## config.mk

```make
export PLATFORM = sky130hd
export DESIGN_NAME = v3fx_div_cell
export DESIGN_NICKNAME = d
export VERILOG_FILES = /design/src/rtl/core/v3fx_pkg.sv /design/src/rtl/core/v3fx_div_cell.sv
export SDC_FILE = /design/constraint.sdc
export NUM_CORES = 1
export LEC_CHECK = 0
export BUFFER_PORTS_ARGS = -buffer_cell sky130_fd_sc_hd__buf_2
export CAP_MARGIN = 30
export CELL_PAD_IN_SITES_DETAIL_PLACEMENT = 1
export CELL_PAD_IN_SITES_GLOBAL_PLACEMENT = 2
export CORE_UTILIZATION = 34
export DETAILED_ROUTE_END_ITERATION = 8
export GPL_TIMING_DRIVEN = 1
export PLACE_DENSITY = 0.84
export SETUP_SLACK_MARGIN = 0.15
export SYNTH_ARGS = -nofsm -noshare
export SYNTH_HDL_FRONTEND = slang
export SYNTH_SLANG_ARGS = --single-unit
```

## constraint.sdc

```tcl
create_clock -name clk -period 18.95 [get_ports clk]
set_input_delay 0 -clock clk [delete_from_list [all_inputs] [get_ports clk]]
set_output_delay 0 -clock clk [all_outputs]
set_load 0.02 [all_outputs]
```

## src/rtl/core/v3fx_pkg.sv

```systemverilog
// Shared types and constants for the fixed-point 3D vector unit.
package v3fx_pkg;

  localparam int DATA_WIDTH_DEF = 32;
  localparam int FRAC_BITS_DEF  = 16;
  localparam int FUNC_W         = 3;

  // operation codes; the remaining code returns all zeros
  typedef enum logic [FUNC_W-1:0] {
    FN_DOT   = 3'd0,
    FN_CROSS = 3'd1,
    FN_SCALE = 3'd2,
    FN_LERP  = 3'd3,
    FN_NORM  = 3'd4,
    FN_LEN   = 3'd5,
    FN_LENSQ = 3'd6
  } func_t;

  typedef struct packed {
    func_t func;
    logic  zl;
    logic  ovf;
  } ctl_t;

endpackage

```

## src/rtl/core/v3fx_div_cell.sv

```systemverilog
// Divide cell: one quotient bit per stage for all three components.
module v3fx_div_cell #(
  parameter int DATA_WIDTH = 32,
  parameter int FRAC_BITS  = 16,
  parameter int BIT        = 0,
  parameter int SIDE_W     = 1
) (
  input  logic                                     clk,
  input  logic                                     rst,
  input  logic                                     in_valid,
  output logic                                     in_ready,
  input  v3fx_pkg::ctl_t                           in_ctl,
  input  logic [DATA_WIDTH-1:0]                    in_len,
  input  logic [2:0][DATA_WIDTH+FRAC_BITS+1:0]     in_rem,
  input  logic [2:0][FRAC_BITS+1:0]                in_q,
  input  logic [SIDE_W-1:0]                        in_side,
  output logic                                     out_valid,
  input  logic                                     out_ready,
  output v3fx_pkg::ctl_t                           out_ctl,
  output logic [DATA_WIDTH-1:0]                    out_len,
  output logic [2:0][DATA_WIDTH+FRAC_BITS+1:0]     out_rem,
  output logic [2:0][FRAC_BITS+1:0]                out_q,
  output logic [SIDE_W-1:0]                        out_side
);
  import v3fx_pkg::*;

  localparam int LW = DATA_WIDTH + FRAC_BITS + 2;
  localparam int QW = FRAC_BITS + 2;

  logic [LW-1:0] dsh;
  logic [2:0]    ge;

  assign dsh      = LW'(in_len) << BIT;
  assign in_ready = !out_valid || out_ready;

  always_comb begin
    for (int k = 0; k < 3; k++) begin
      ge[k] = in_rem[k] >= dsh;
    end
  end

  always_ff @(posedge clk) begin
    if (rst) begin
      out_valid <= 1'b0;
    end else if (in_ready) begin
      out_valid <= in_valid;
    end
    if (in_ready && in_valid) begin
      out_ctl  <= in_ctl;
      out_len  <= in_len;
      out_side <= in_side;
      for (int k = 0; k < 3; k++) begin
        out_rem[k] <= ge[k] ? (in_rem[k] - dsh) : in_rem[k];
        out_q[k]   <= ge[k] ? (in_q[k] | (QW'(1) << BIT)) : in_q[k];
      end
    end
  end

endmodule

```

# Yosys cells after proc, flatten, opt, wreduce, memory -nomap -nowiden
# Cells that the tools add are included.
# classes
n_bitwise,0
n_div,0
n_reduce_logical,3
addsub,3
n_lt_le_gt_ge,3
n_mux,3
eq_ne,0
shift,0
n_mul,0
# op_table
op,count
>= comparator 50 x 32 -> 1 bit,3
2-to-1 mux 50 bit,3
subtractor 50 x 32 -> 50 bit,3
logical AND 1 bit,1
zero test 1 bit,1
logical OR 1 bit,1
# word_totals
register_bits,243
inputBits,246
mem_bits_rw,0
wordCells,27
mem_count,0
rom_bits,0
out_inout_bits,244
latchBits,0

# Depth between registers and ports, before layout
# depth
ltp_word,3
depth_mapped,14
depth_no_buf,13

# Worst setup path before layout
# OpenSTA, ideal clock, no wires.
# synth_timing
path_type,register to register
from,register out_valid
to,"register out_ctl[0] in the netlist's numbering, enable pin"
synth_period_minus_slack_ns,6.787
stages_incl_launch_ff,3
setup_slack_ns,12.163
arrival_ns,6.155
n_path_buf,0
setup_ns,0.632
cell_sequence,dfxtp_1 nand2b_1 and2_1
# synth_between
elab_chain_cells,3
# synth_lines
element,line_no,source
from (decl),v3fx_div_cell.sv:17,"output logic out_valid,"
from (signal assigned),v3fx_div_cell.sv:46,out_valid <= in_valid;
zero test 1 bit,v3fx_div_cell.sv:34,assign in_ready = !out_valid || out_ready;
logical OR 1 bit,v3fx_div_cell.sv:34,
via in_ready,v3fx_div_cell.sv:11,"output logic in_ready,"
logical AND 1 bit,v3fx_div_cell.sv:48,if (in_ready && in_valid) begin
to (signal assigned),v3fx_div_cell.sv:49,out_ctl <= in_ctl;
to (decl),v3fx_div_cell.sv:19,"output v3fx_pkg::ctl_t out_ctl,"
# The timed path passes the listed nets, and every way through them passes these cells.
# A chain may end at the register's enable or synchronous reset.

# Worst setup path in the final report
# layout_timing
from,input port in_rem[0] in the netlist's numbering
to,register out_rem[44] in the netlist's numbering (data pin)
# layout_between
elab_chain_cells,2
elab_cells_between_ends,3
classes_between,add/sub (1); order compare (1); mux (1)
# layout_lines
element,line_no,source
from (decl),v3fx_div_cell.sv:14,"input logic [2:0][DATA_WIDTH+FRAC_BITS+1:0] in_rem,"
subtractor 50 x 32 -> 50 bit or >= comparator 50 x 32 -> 1 bit (tied branches),"v3fx_div_cell.sv:53, v3fx_div_cell.sv:38",
2-to-1 mux 50 bit (*),v3fx_div_cell.sv:53,out_rem[k] <= ge[k] ? (in_rem[k] - dsh) : in_rem[k];
"to (signal, indexed assignment)",v3fx_div_cell.sv:53,
to (decl),v3fx_div_cell.sv:21,"output logic [2:0][DATA_WIDTH+FRAC_BITS+1:0] out_rem,"
# Mark *: on every way between the ends. The rest lies on a longest branch, timed or not.

==> results_dict.tcl <==
set metrics [dict create \
    finalCriticalPeriod_ps 4900 \
    coreArea_um2 43200 \
    dp_hpwl_mm 45.9 \
    tightest_slew_ps 926 \
    rsz0062_at_grt "no" \
    yosysTopAreaCell "edfxtp_1" \
    layout.nets 2545 \
    maxCapViolCount 0 \
    htreeDepth 1 \
    initial_core_util 0.346 \
    syn_avg_cell_area_um2 10.3 \
    vias 14900 \
    setup_ws_ps 14050 \
    netlist_instances 1443 \
    numPortBuffers 489 \
    cts-buffers-inserted 30 \
    hold_viol 0 \
    grt_pass1_wl_mm 96.6 \
    max_freq_ghz 0.204 \
    finalWeightedCongestion 0.954 \
    hold_buffers 274 \
    clkSlewWorstSetupHoldPaths_ps 70 \
    grt_max_degree 76 \
    min_path_type "input pin to flop" \
    drive_gt1_frac 0.263 \
    cpPeakStageDelay_ps 610 \
    ys_ff_latch 243 \
    cp-end-kind "flop" \
    io_pins 490 \
    cts_sinks 243 \
    dp_slack_ps 14820 \
    syn-cell-area_um2 14900 \
    synth_cell_type_count 72 \
    cts_setup_buffers 0 \
    postLayoutCoreUtil 0.506 \
    synth_edf_count 242 \
    required_ps 19270 \
    ant_nets 0 \
    yosysWarnings 0 \
    power.leakage_uw 0.00907 \
    die_w_um 211 \
    cts_resized 0 \
    syn_nets 1788 \
    finalSetupViolations 0 \
    clock_skew_ps 10.5 \
    cp-start-kind "input pin" \
    insertion_delay_ps 570 \
    crit_arrival_ps 5220 \
    crit_type "input pin to flop" \
    min_period_over_period 0.259 \
    slew_headroom 0.367 \
    slew_viol_final 0 \
    ys_top_cells_by_area "edfxtp_1, ha_1, a21oi_1, xor2_1, xnor2_1" \
    antenna_found_initial 3 \
    drc 0 \
    num-fill-cells 4942 \
    crit_family "compound AO/OA/AOI/OAI gates" \
    async_flop_share 0 \
    grt_overflow_total 0 \
    ys_seq_area_frac 0.488 \
    powerDensity_nw_per_um2 81.9 \
    rows 76 \
    crit_fanout 6 \
    synth-main-ff-cell "edfxtp_1" \
    areaGrowthSynthToFinish_pct 46.4 \
    outcome "finished, final reports clean" \
    die_h_um 211 \
    drt_iter0_markers 1006 \
    detail_route.wl_per_cell_um 23.6 \
    ir_drop_v 0.0000717 \
    routed_wl_mm 66.3 \
    cts_tree "built" \
    via_per_inst 5.30 \
    clock_tree.buffer_depth 3 \
    track_usage 0.286 \
    cts-root-buf "clkbuf_16" \
    cp_cell_sequence "dlygate4sd3_1, buf_2, inv_1, ha_1, inv_1, fa_1, a21o_1, a311o_1, a21oi_1, o211a_1, o21ai_0, a211oi_1, o21ai_1, nor4b_1, xor2_1, dlygate4sd3_1" \
    yosys.area.top_type_share 0.487 \
    dieArea_um2 44700 \
    fin_setup_tns_ps 0 \
    first_pass_iters 5 \
    cp_slowest_cell "dlygate4sd3_1" \
    first_global_vias 16100 \
    path_buf_inv 5 \
]
[cells by family after synthesis]
kind of cell	after synthesis	share of synthesized area
compound gates	392	0.160
fa+ha+maj	99	0.0845
simple gates	450	0.146
mux	14	0.0107
xor+xnor	137	0.0804
flops	243	0.488
buf+inv	108	0.0297
[final timing paths]
| check | start | to | slack [ps] | depth (start not counted) |
|---|---|---|---|---|
| worst max-delay path | in_rem[0] | out_rem[44] | 14050 | 16 |
| worst max register to register | out_valid | out_rem[32] | 16190 | 5 |
| worst min register to register | out_valid | out_rem[145] | 1000 | 2 |
| worst min-delay path | in_valid | out_rem[145] | 70 | 2 |
[routing by layer]
| metal | wire [um] | GRT usage | up-vias |
|---|---|---|---|
| li1 | - | - | 6900 |
| met1 | 26100 | 0.331 | 7317 |
| met2 | 34000 | 0.524 | 554 |
| met3 | 3490 | 0.0432 | 140 |
| met4 | 2660 | 0.117 | 2 |
| met5 | 13 | 0 | - |
[power by group]
group | leakage [uW] | switching, uW | total [uW] | internal (uW)
clock network | 0.000524 | 255 | 637 | 382
logic | 0.00621 | 291 | 477 | 186
registers | 0.00234 | 17.2 | 675 | 657
total | 0.00907 | 562 | 1790 | 1230
[area by class of cell]
type / instances / area, um^2 / area share
antenna: 3 / 7.51 / 0.000344
clock buffer: 39 / 846 / 0.0387
clock inverter: 17 / 225 / 0.0103
inverter: 60 / 225 / 0.0103
multi-input combinational: 1092 / 7200 / 0.330
sequential: 243 / 7290 / 0.334
tap: 585 / 732 / 0.0335
timing repair buffer: 773 / 5320 / 0.243
[cells in the final DEF (no fill, tap or decap), drive strengths merged, types with 17 or more instances in the layout]
master,instances
nand3,32
edfxtp,242
xnor2,65
nor4,21
a21o,33
a21oi,130
nand2,141
nand2b,17
xor2,72
nand4,23
nor2,108
dlygate4sd3,274
o21ai,113
nor3,34
clkbuf,39
inv,61
ha,96
buf,499
[worst register-to-register path, cell delays in order, from the launching register on]
cell and delay, ps:
dfxtp_1 310, nand2b_1 100, and2_4 510, buf_4 750, buf_4 330, buf_16 310
[stage by stage]
step	area, um^2	cells	total power, uW	hold slack [ps]
after floorplan	14900	1443	943	69.1
after global placement	17900	2476	1090	157
after detailed placement	18000	2477	1100	159
after CTS	21800	2807	1770	60.0
after global routing	21800	2811	1850	80.2
final	21800	2812	1790	74.3
[flip-flops by register name, summed over array words and instances (netlist names)]
name	count
out_q	54
out_ctl	5
out_len	32
out_valid	1
out_rem	150
out_side	1
[Yosys cell counts (12+ instances only)]
library cell    n
edfxtp_1      242
nand2_1       141
a21oi_1       130
o21ai_0       112
nor2_1        108
ha_1           96
xor2_1         72
xnor2_1        65
inv_1          60
clkbuf_1       38
a21o_1         33
nor3_1         33
nand3_1        32
nand4_1        23
nor4_1         20
nand2b_1       17
o21bai_1       15
a211oi_1       13
o21a_1         12
No activity file was read; power rests on OpenSTA's default activity.
