**config.mk**
```make
export PLATFORM = sky130hd
export DESIGN_NAME = v3fx_root_cell
export DESIGN_NICKNAME = d
export VERILOG_FILES = /design/src/rtl/core/v3fx_pkg.sv /design/src/rtl/core/v3fx_root_cell.sv
export SDC_FILE = /design/constraint.sdc
export NUM_CORES = 1
export LEC_CHECK = 0
export ABC_AREA = 1
export BUFFER_PORTS_ARGS = -buffer_cell sky130_fd_sc_hd__buf_2
export CAP_MARGIN = 20
export CORE_ASPECT_RATIO = 1.25
export CORE_UTILIZATION = 32
export DETAILED_ROUTE_END_ITERATION = 7
export GPL_TIMING_DRIVEN = 0
export PLACE_DENSITY_LB_ADDON = 0.1
export SLEW_MARGIN = 20
export SYNTH_ARGS = -nofsm -noshare
export SYNTH_HDL_FRONTEND = slang
export SYNTH_SLANG_ARGS = --single-unit
```
**constraint.sdc**
```tcl
create_clock -name clk -period 7.9 [get_ports clk]
set_clock_uncertainty 0.1 [all_clocks]
set_input_delay 0.79 -clock clk [delete_from_list [all_inputs] [get_ports clk]]
set_output_delay 0.79 -clock clk [all_outputs]
set_load 0.01 [all_outputs]
```
**src/rtl/core/v3fx_pkg.sv**
```systemverilog
// Shared types and constants for the fixed-point 3D vector unit.
package v3fx_pkg;

  localparam int DATA_WIDTH_DEF = 32;
  localparam int FRAC_BITS_DEF  = 16;
  localparam int FUNC_W         = 3;

  // operation codes; the remaining code returns all zeros
  typedef enum logic [FUNC_W-1:0] {
    FN_DOT   = 3'd0,
    FN_CROSS = 3'd1,
    FN_SCALE = 3'd2,
    FN_LERP  = 3'd3,
    FN_NORM  = 3'd4,
    FN_LEN   = 3'd5,
    FN_LENSQ = 3'd6
  } func_t;

  typedef struct packed {
    func_t func;
    logic  zl;
    logic  ovf;
  } ctl_t;

endpackage

```
**src/rtl/core/v3fx_root_cell.sv**
```systemverilog
// Square-root cell: settles one root bit per stage.
module v3fx_root_cell #(
  parameter int DATA_WIDTH = 32,
  parameter int BIT        = 0,
  parameter int SIDE_W     = 1
) (
  input  logic                    clk,
  input  logic                    rst,
  input  logic                    in_valid,
  output logic                    in_ready,
  input  v3fx_pkg::ctl_t          in_ctl,
  input  logic [2*DATA_WIDTH-1:0] in_d,
  input  logic [DATA_WIDTH-1:0]   in_r,
  input  logic [SIDE_W-1:0]       in_side,
  output logic                    out_valid,
  input  logic                    out_ready,
  output v3fx_pkg::ctl_t          out_ctl,
  output logic [2*DATA_WIDTH-1:0] out_d,
  output logic [DATA_WIDTH-1:0]   out_r,
  output logic [SIDE_W-1:0]       out_side
);
  import v3fx_pkg::*;

  localparam int W  = DATA_WIDTH;
  localparam int DW = 2 * W + 1;
  localparam logic [DW-1:0] ONE = DW'(1);

  // d holds radicand minus root squared; trial adds 2^BIT to the root
  logic [DW-1:0] trial;
  logic [DW-1:0] diff;
  logic          ge;

  assign trial    = (DW'(in_r) << (BIT + 1)) + (ONE << (2 * BIT));
  assign ge       = DW'(in_d) >= trial;
  assign diff     = DW'(in_d) - trial;
  assign in_ready = !out_valid || out_ready;

  always_ff @(posedge clk) begin
    if (rst) begin
      out_valid <= 1'b0;
    end else if (in_ready) begin
      out_valid <= in_valid;
    end
    if (in_ready && in_valid) begin
      out_ctl  <= in_ctl;
      out_side <= in_side;
      out_d    <= ge ? diff[2*W-1:0] : in_d;
      out_r    <= ge ? (in_r | (W'(1) << BIT)) : in_r;
    end
  end

endmodule

```
### Word-level counts from Yosys, hierarchy flattened

Index checks and enable logic that the tools add are counted.

| word-level totals | value |
|---|---|
| bits of input ports | 106 |
| register bits after elaboration | 103 |
| word-level logic and storage cells | 15 |

| operators by class | value |
|---|---|
| reductions and logical operators | 3 |
| $lt $le $gt $ge | 1 |
| $add $sub $neg | 2 |
| multiplexer cells | 1 |

Operator list:

| kind | count |
|---|---|
| $ge A64 B34 Y1 | 1 |
| $mux W64 | 1 |
| $sub A64 B34 Y64 | 1 |
| $add A33 B1 Y34 const B | 1 |
| $logic_and A1 B1 Y1 | 1 |
| $logic_not A1 Y1 | 1 |
| $logic_or A1 B1 Y1 | 1 |

### Longest topological paths before layout

Gate-level depths: netlist of the first run.

| logic depth | value |
|---|---|
| depth after elaboration | 3 |
| depth in mapped cells | 15 |
| depth with buffers taken out | 15 |

### Worst setup path before layout of the first run

No wires, ideal clock.

| path | value |
|---|---|
| path kind | input to register |
| start | in in_valid |
| end | reg out_ctl[0] (netlist bit), enable pin |
| arrival time | 5.753 ns |
| stages on the path | 2 |
| library setup time | 0.596 ns |
| path slack | 1.451 ns |
| required time | 7.204 ns |
| cells stage by stage | inv_1 -> a21oi_1 |

| between the ends | value |
|---|---|
| word-level cells in the longest chain between the ends | 1 |

Ends and longest elaborated chain:

| what | RTL line | text |
|---|---|---|
| start, declared | v3fx_root_cell.sv:9 | `input logic in_valid,` |
| $logic_and A1 B1 Y1 | v3fx_root_cell.sv:44 | `if (in_ready && in_valid) begin` |
| end signal, assigned | v3fx_root_cell.sv:45 | `out_ctl <= in_ctl;` |
| end, declared | v3fx_root_cell.sv:17 | `output v3fx_pkg::ctl_t out_ctl,` |

Every way passes these cells.
A chain may end at the register's enable or synchronous reset.

### Worst setup path after layout of the first run

| path | value |
|---|---|
| start | in in_d[1] |
| end | reg out_d[62] (data pin) |

| between the ends | value |
|---|---|
| word-level cells in the longest chain between the ends | 2 |
| elaborated cells between the ends (all ways) | 3 |
| classes of those cells | 1 x add/sub; 1 x order compare; 1 x mux |

Ends and longest elaborated chain:

| what | RTL line | text |
|---|---|---|
| start, declared | v3fx_root_cell.sv:12 | `input logic [2*DATA_WIDTH-1:0] in_d,` |
| $sub A64 B34 Y64 / $ge A64 B34 Y1 (equally long branches) | v3fx_root_cell.sv:35, v3fx_root_cell.sv:34 |  |
| $mux W64 * | v3fx_root_cell.sv:47 | `out_d <= ge ? diff[2*W-1:0] : in_d;` |
| end signal, assigned | v3fx_root_cell.sv:47 |  |
| end, declared | v3fx_root_cell.sv:18 | `output logic [2*DATA_WIDTH-1:0] out_d,` |

Every way passes the cells marked *; elsewhere a longest branch is shown, timed or not.

==> results of run 1 <==
[layout make-up]
type	instances	area share
multi-input combinational	801	0.401
sequential	103	0.314
timing repair buffer	213	0.118
inverter	219	0.0837
tap	330	0.0420
clock buffer	10	0.0233
buffer	10	0.0117
clock inverter	6	0.00700
[worst reg2reg max path, delay by kind of cell, from the launching register on]
family / cells / cell delay [ps]
AOI/OAI and AO/OA: 1 / 680
buffers and inverters: 2 / 450
DFF: 1 / 350
[state kept, by name, summed over array words and instances (netlist names)]
signal	cells
out_valid	1
out_ctl	5
out_d	64
out_side	1
out_r	32
[power by group]
group	internal (W)	switching, W
registers	0.000660	0.00000943
logic	0.000153	0.000261
clock network	0.000248	0.000211
total	0.00106	0.000482
[per-layer routing]
metal	up-vias	wire length, microns
met3	34	1100
met2	160	13700
met5	-	0
met1	3276	10500
met4	0	907
li1	3960	-
[cells by family after synthesis]
group,Yosys count
buffers and inverters,229
and+or+nand+nor,653
DFF,103
adders and majority gates,34
xor gates and xnor gates,30
AOI/OAI and AO/OA,84
[path summary, 6_finish.rpt]
check | startpoint | end | slack [ps] | depth (start not counted)
worst min-delay path | out_valid$_SDFFE_PP0N_ | out_valid$_SDFFE_PP0N_ | 430 | 2
worst max-delay path | in_d[1] | out_d[62]$_DFFE_PP_ | 4920 | 14
worst max register to register | out_valid$_SDFFE_PP0N_ | out_d[46]$_DFFE_PP_ | 6010 | 3
worst min register to register | out_valid$_SDFFE_PP0N_ | out_valid$_SDFFE_PP0N_ | 430 | 2
[through the flow]
step	hold slack [ps]	instance area [sq um]	TNS [ps]	total power (W)
floorplan	477	7950	0	0.000937
global placement	376	9410	-109160	0.00110
detailed placement	428	9530	0	0.00110
CTS	439	9830	0	0.00157
global route	455	9830	0	0.00163
finish	432	9830	0	0.00154
[cells in the final DEF (no fill, tap or decap), types with 2 or more instances in the layout]
cell type,instances
nand2_1,442
inv_1,217
buf_2,209
nor2_1,114
edfxtp_1,102
nand3_1,52
ha_1,33
a21oi_2,30
a21oi_1,24
xnor2_1,20
nor3_1,15
o21ai_1,11
xor2_1,10
o21ai_2,10
clkbuf_16,9
nand2_2,8
nand4_1,8
buf_6,6
nor2_2,4
buf_16,4
or2_2,3
o21ai_0,3
inv_2,2
nor2_4,2
a21oi_4,2
o21bai_1,2
nand3b_1,2
inv_6,2
==> run metrics, run 1 <==
final hold viol count=0; CP arrival=3020 ps; via/cell ratio=4.39; clock latency on the worst-skew pair=370 ps; post-placement cell count=1676; I/O Pins=210; Clock transition at path regs=70 ps; GR Util All Layers=0.210; share of post-route cells with drive strength above 1=0.222; CTS tree=done; CTS Sinks=103; WL/cell=15.5 microns; post-CTS setup buffers=0; busiest grt layer=met2; main combinational cell family by area after synthesis=simple AND/OR/NAND/NOR gates; worst path bufs/invs=2; flops & latches, synth=103; Slew Limit Fails=0; Setup CP Type=in2reg; non-filler cells, final=1692; Avg Synthesized Cell Area=7.01 sq um; power per cell area=157 nW/um^2; Site Rows=64; cell with the most instances after synthesis=nand2_1; Remaining Overflow, GRT=0; Multi-input gate area=3940 sq um; post-synthesis net count=1273; Netlist cell types=35; CTS Root Cell=clkbuf_16; WP data required=7930 ps; ANT nets after route=0; antenna diode count=0; initial antenna violation count=0; synth warn=0; GRT met1 Usage=0.229; first-pass iteration count of the detailed router=5; M3 GR Usage=0.0346; relative slew slack=0.440; Compound-Gate Fraction of Synth Area=0.0745; post-detail-place hpwl=22900 microns; maxcap violations=0; CTS Buf Count=9; largest net degree at the start of global routing=24; die area=25500 sq um; first-pass GRT wire length=38900 microns; initial detailed-routing violation count=330; Worst setup SP type=input pin; most frequent CP cell=nand2_1; # port buffers=209; Horiz. Die Dim=143 microns; crit path time final=2980 ps; Critical Path, Cell by Cell=buf_2 -> fa_1 -> nand3_1 -> nand3_2 -> nand2_1 -> nand2_1 -> nand2_1 -> nand2_1 -> nand2_1 -> nand2_1 -> a21oi_1 -> inv_1 -> nand2_1 -> nand2_1; FF/Latch Area=3080 sq um; GPL Wtd Cong=0.928; Post-Synth Simple-Gate Area=0.332; vias in the first global route=7129; element type at the critical path end=flip-flop; # resized after CTS=0; CP max FO=4; Total Wirelength=26200 microns; htree depth=3; Synth Area in XOR/XNOR=0.0331; Core Util, Final=0.402; Synth top area share=0.385; Remaining DRCs=0; Synth area leaders=edfxtp_1 39%, nand2_1 21%, inv_1 10%; hold crit path type=reg2reg; Layout area overhead=23.6%; unrepaired setup endpoints after global routing=false; Clock Tree Buf Depth=2; slowest stage delay, CP=500 ps; Core ar.=24400 sq um; register area share after synthesis=0.388; CP top delay family=simple AND/OR/NAND/NOR gates; mux contribution to synthesized area=0; FMAX=0.335 GHz; Least-Margin Pin Slew=839 ps; dominant cell type by area after synthesis=edfxtp_1; fill cell count=2664; status=complete, no violations; Hold-fix buffers, CTS=0; met2 Use GR=0.395; Post-synth EDFFs=102; ys async rst share=0; Die H=178 microns; VDD IR-drop max=0.0000904 V; Final WS setup=4920 ps; leakage dissipation=4.94 nW; slowest CP cell=fa_1; Post-Synth Adder-Cell Area=0.0545; Cells after Synth=1133; Synth Flop Type=edfxtp_1; endpoints failing setup=0; period utilisation layout=0.378; synth cell count leaders=442 x nand2_1, 217 x inv_1, 114 x nor2_1, 102 x edfxtp_1, 52 x nand3_1; DR vias=7430; mapped cell area=7950 sq um; Place WS=4490 ps; Initial Utilization=0.325; fin nets=1497
(Power assumes the default switching activity.)
==> run 2, diff against run 1 <==
==> constraint.sdc (replaced) <==
create_clock -name clk -period 3 [get_ports clk]
set_clock_uncertainty 0.1 [all_clocks]
set_input_delay 0.3 -clock clk [delete_from_list [all_inputs] [get_ports clk]]
set_output_delay 0.3 -clock clk [all_outputs]
set_load 0.01 [all_outputs]
==> run metrics, run 2 (synthesis results as in run 1) <==
Remaining Overflow, GRT=0; CP arrival=2470 ps; vias in the first global route=7370; maxcap violations=0; status=complete, no violations; CTS Sinks=103; Slew Limit Fails=0; Place WS=143 ps; post-detail-place hpwl=22600 microns; VDD IR-drop max=0.000247 V; worst setup path end=out_d[46]$_DFFE_PP_; slowest CP cell=fa_1; initial detailed-routing violation count=287; htree depth=3; # resized after CTS=0; M1 wire length=10600 microns; Int Pwr=0.00288 W; Core ar.=24400 sq um; WL/cell=15.3 microns; crit path from=in_d[1]; unrepaired setup endpoints after global routing=false; final hold viol count=0; worst hold slack=19.8 ps; CTS Buf Count=9; Net Switching=0.00127 W; leakage dissipation=4.99 nW; GPL Wtd Cong=0.906; initial antenna violation count=2; die area=25500 sq um; element type at the critical path end=flip-flop; Net Sw Frac=0.306; Clock transition at path regs=70 ps; # port buffers=209; largest net degree at the start of global routing=23; I/O Pins=210; routed wl met2=13600 microns; Least-Margin Pin Slew=431 ps; Initial Utilization=0.325; max reg flops=64; FMAX=0.407 GHz; worst path bufs/invs=3; clock latency on the worst-skew pair=360 ps; relative slew slack=0.712; worst r2r path cells=4; Die H=178 microns; most common cell after layout, fill and taps aside=nand2_1; highest routed layer=met5; Total Wirelength=26100 microns; Core Util, Final=0.407; Horiz. Die Dim=143 microns; Site Rows=64; CP top delay family=simple AND/OR/NAND/NOR gates; first-pass iteration count of the detailed router=5; Logic pwr share=0.266; DR vias=7539; ANT nets after route=0; period utilisation layout=0.818; flop2flop setup slack=1260 ps; R2R Path Start=out_valid$_SDFFE_PP0N_; Clk network pwr share=0.309; fill cell count=2696; R2R Path End=out_d[43]$_DFFE_PP_; Layout area overhead=25.1%; Pwr Total=0.00415 W; power per cell area=418 nW/um^2; Reg power frac=0.425; Most flops, register=out_d; first-pass GRT wire length=39200 microns; Largest regs=out_d x64, out_r x32, out_ctl x5; WP data required=3010 ps; CP max FO=10; Clock Tree Buf Depth=2; slowest stage delay, CP=510 ps; share of post-route cells with drive strength above 1=0.221; Remaining DRCs=0; Final WS setup=546 ps; endpoints failing setup=0; most frequent cells in the layout=442 x nand2_1, 217 x inv_1, 209 x buf_2, 114 x nor2_1, 102 x edfxtp_1; CTS tree=done; fin nets=1505; Setup CP Type=in2reg; Critical Path, Cell by Cell=buf_2 -> fa_1 -> nand3_1 -> nand3_2 -> nand2_1 -> nand2_2 -> nand2_1 -> nand2_2 -> nand2_1 -> nand2_2 -> a21oi_4 -> buf_8 -> buf_6 -> a21oi_2; CP Depth=14; crit path time final=2450 ps; Worst setup SP type=input pin; hold crit path type=in2reg; GR Util All Layers=0.210; WL met3=966 microns; via/cell ratio=4.43; CTS Root Cell=clkbuf_16
[run 2: cell count changes in the layout (fill, tap and decap cells not counted)]
cell	change
bufinv_16	+1
buf_16	+1
inv_6	-1
dlygate4sd3_1	+7
diode_2	+2
clkinvlp_4	-1
[run 2: through the flow]
step                area (sq um)  instances  setup TNS (ps)
finish                      9940       1701               0
global route                9940       1700               0
detailed placement          9560       1677               0
global placement            9420       1672          -53410
floorplan                   7960       1133               0
CTS                         9940       1699               0
[run 2: power groups by stage]
| stage | registers, W | logic, W | clock network, W |
|---|---|---|---|
| after detailed placement | 0.00180 | 0.00111 | 0 |
| after global placement | 0.00180 | 0.00108 | 0 |
| after global routing | 0.00178 | 0.00124 | 0.00136 |
| after floorplan | 0.00187 | 0.000588 | 0 |
| final | 0.00176 | 0.00110 | 0.00128 |
| after CTS | 0.00177 | 0.00112 | 0.00132 |
[run 2: worst min path at each step]
stage,startpoint,depth (start not counted),end,slack [ps]
after floorplan,rst,1,out_valid$_SDFFE_PP0N_,270
after global routing,in_r[23],1,out_r[23]$_DFFE_PP_,10
final,in_r[26],1,out_r[26]$_DFFE_PP_,20
after global placement,rst,2,out_valid$_SDFFE_PP0N_,360
after detailed placement,rst,2,out_valid$_SDFFE_PP0N_,360
after CTS,in_r[26],1,out_r[26]$_DFFE_PP_,6
[run 2: timing repair]
item | in CTS | in global routing
hold buffers | 7 | 0
setup buffers | 0 | 0
endpoints found under the hold margin | 7 | 0
[run 2: layout make-up]
class	count	area [sq um]	share of cell area
well taps	330	413	0.0415
plain buffers	10	115	0.0116
clock buffers	10	229	0.0230
diodes	2	5.00	0.000503
multi-input cells	801	3940	0.396
inverters	219	822	0.0827
flip-flops and latches	103	3080	0.310
repair buffers	221	1250	0.126
clock inverters	5	82.6	0.00831
[run 2: worst reg2reg max path, cell delays in order, from the launching register on]
cell and delay (ps):
dfxtp_1 340, a21oi_4 400, buf_16 220, buf_16 190, buf_16 180
[run 2: metal layers]
| metal | global-route usage | vias to the layer above |
|---|---|---|
| li1 | - | 3980 |
| met1 | 0.231 | 3344 |
| met2 | 0.394 | 176 |
| met3 | 0.0314 | 37 |
| met4 | 0.0892 | 2 |
| met5 | 0 | - |
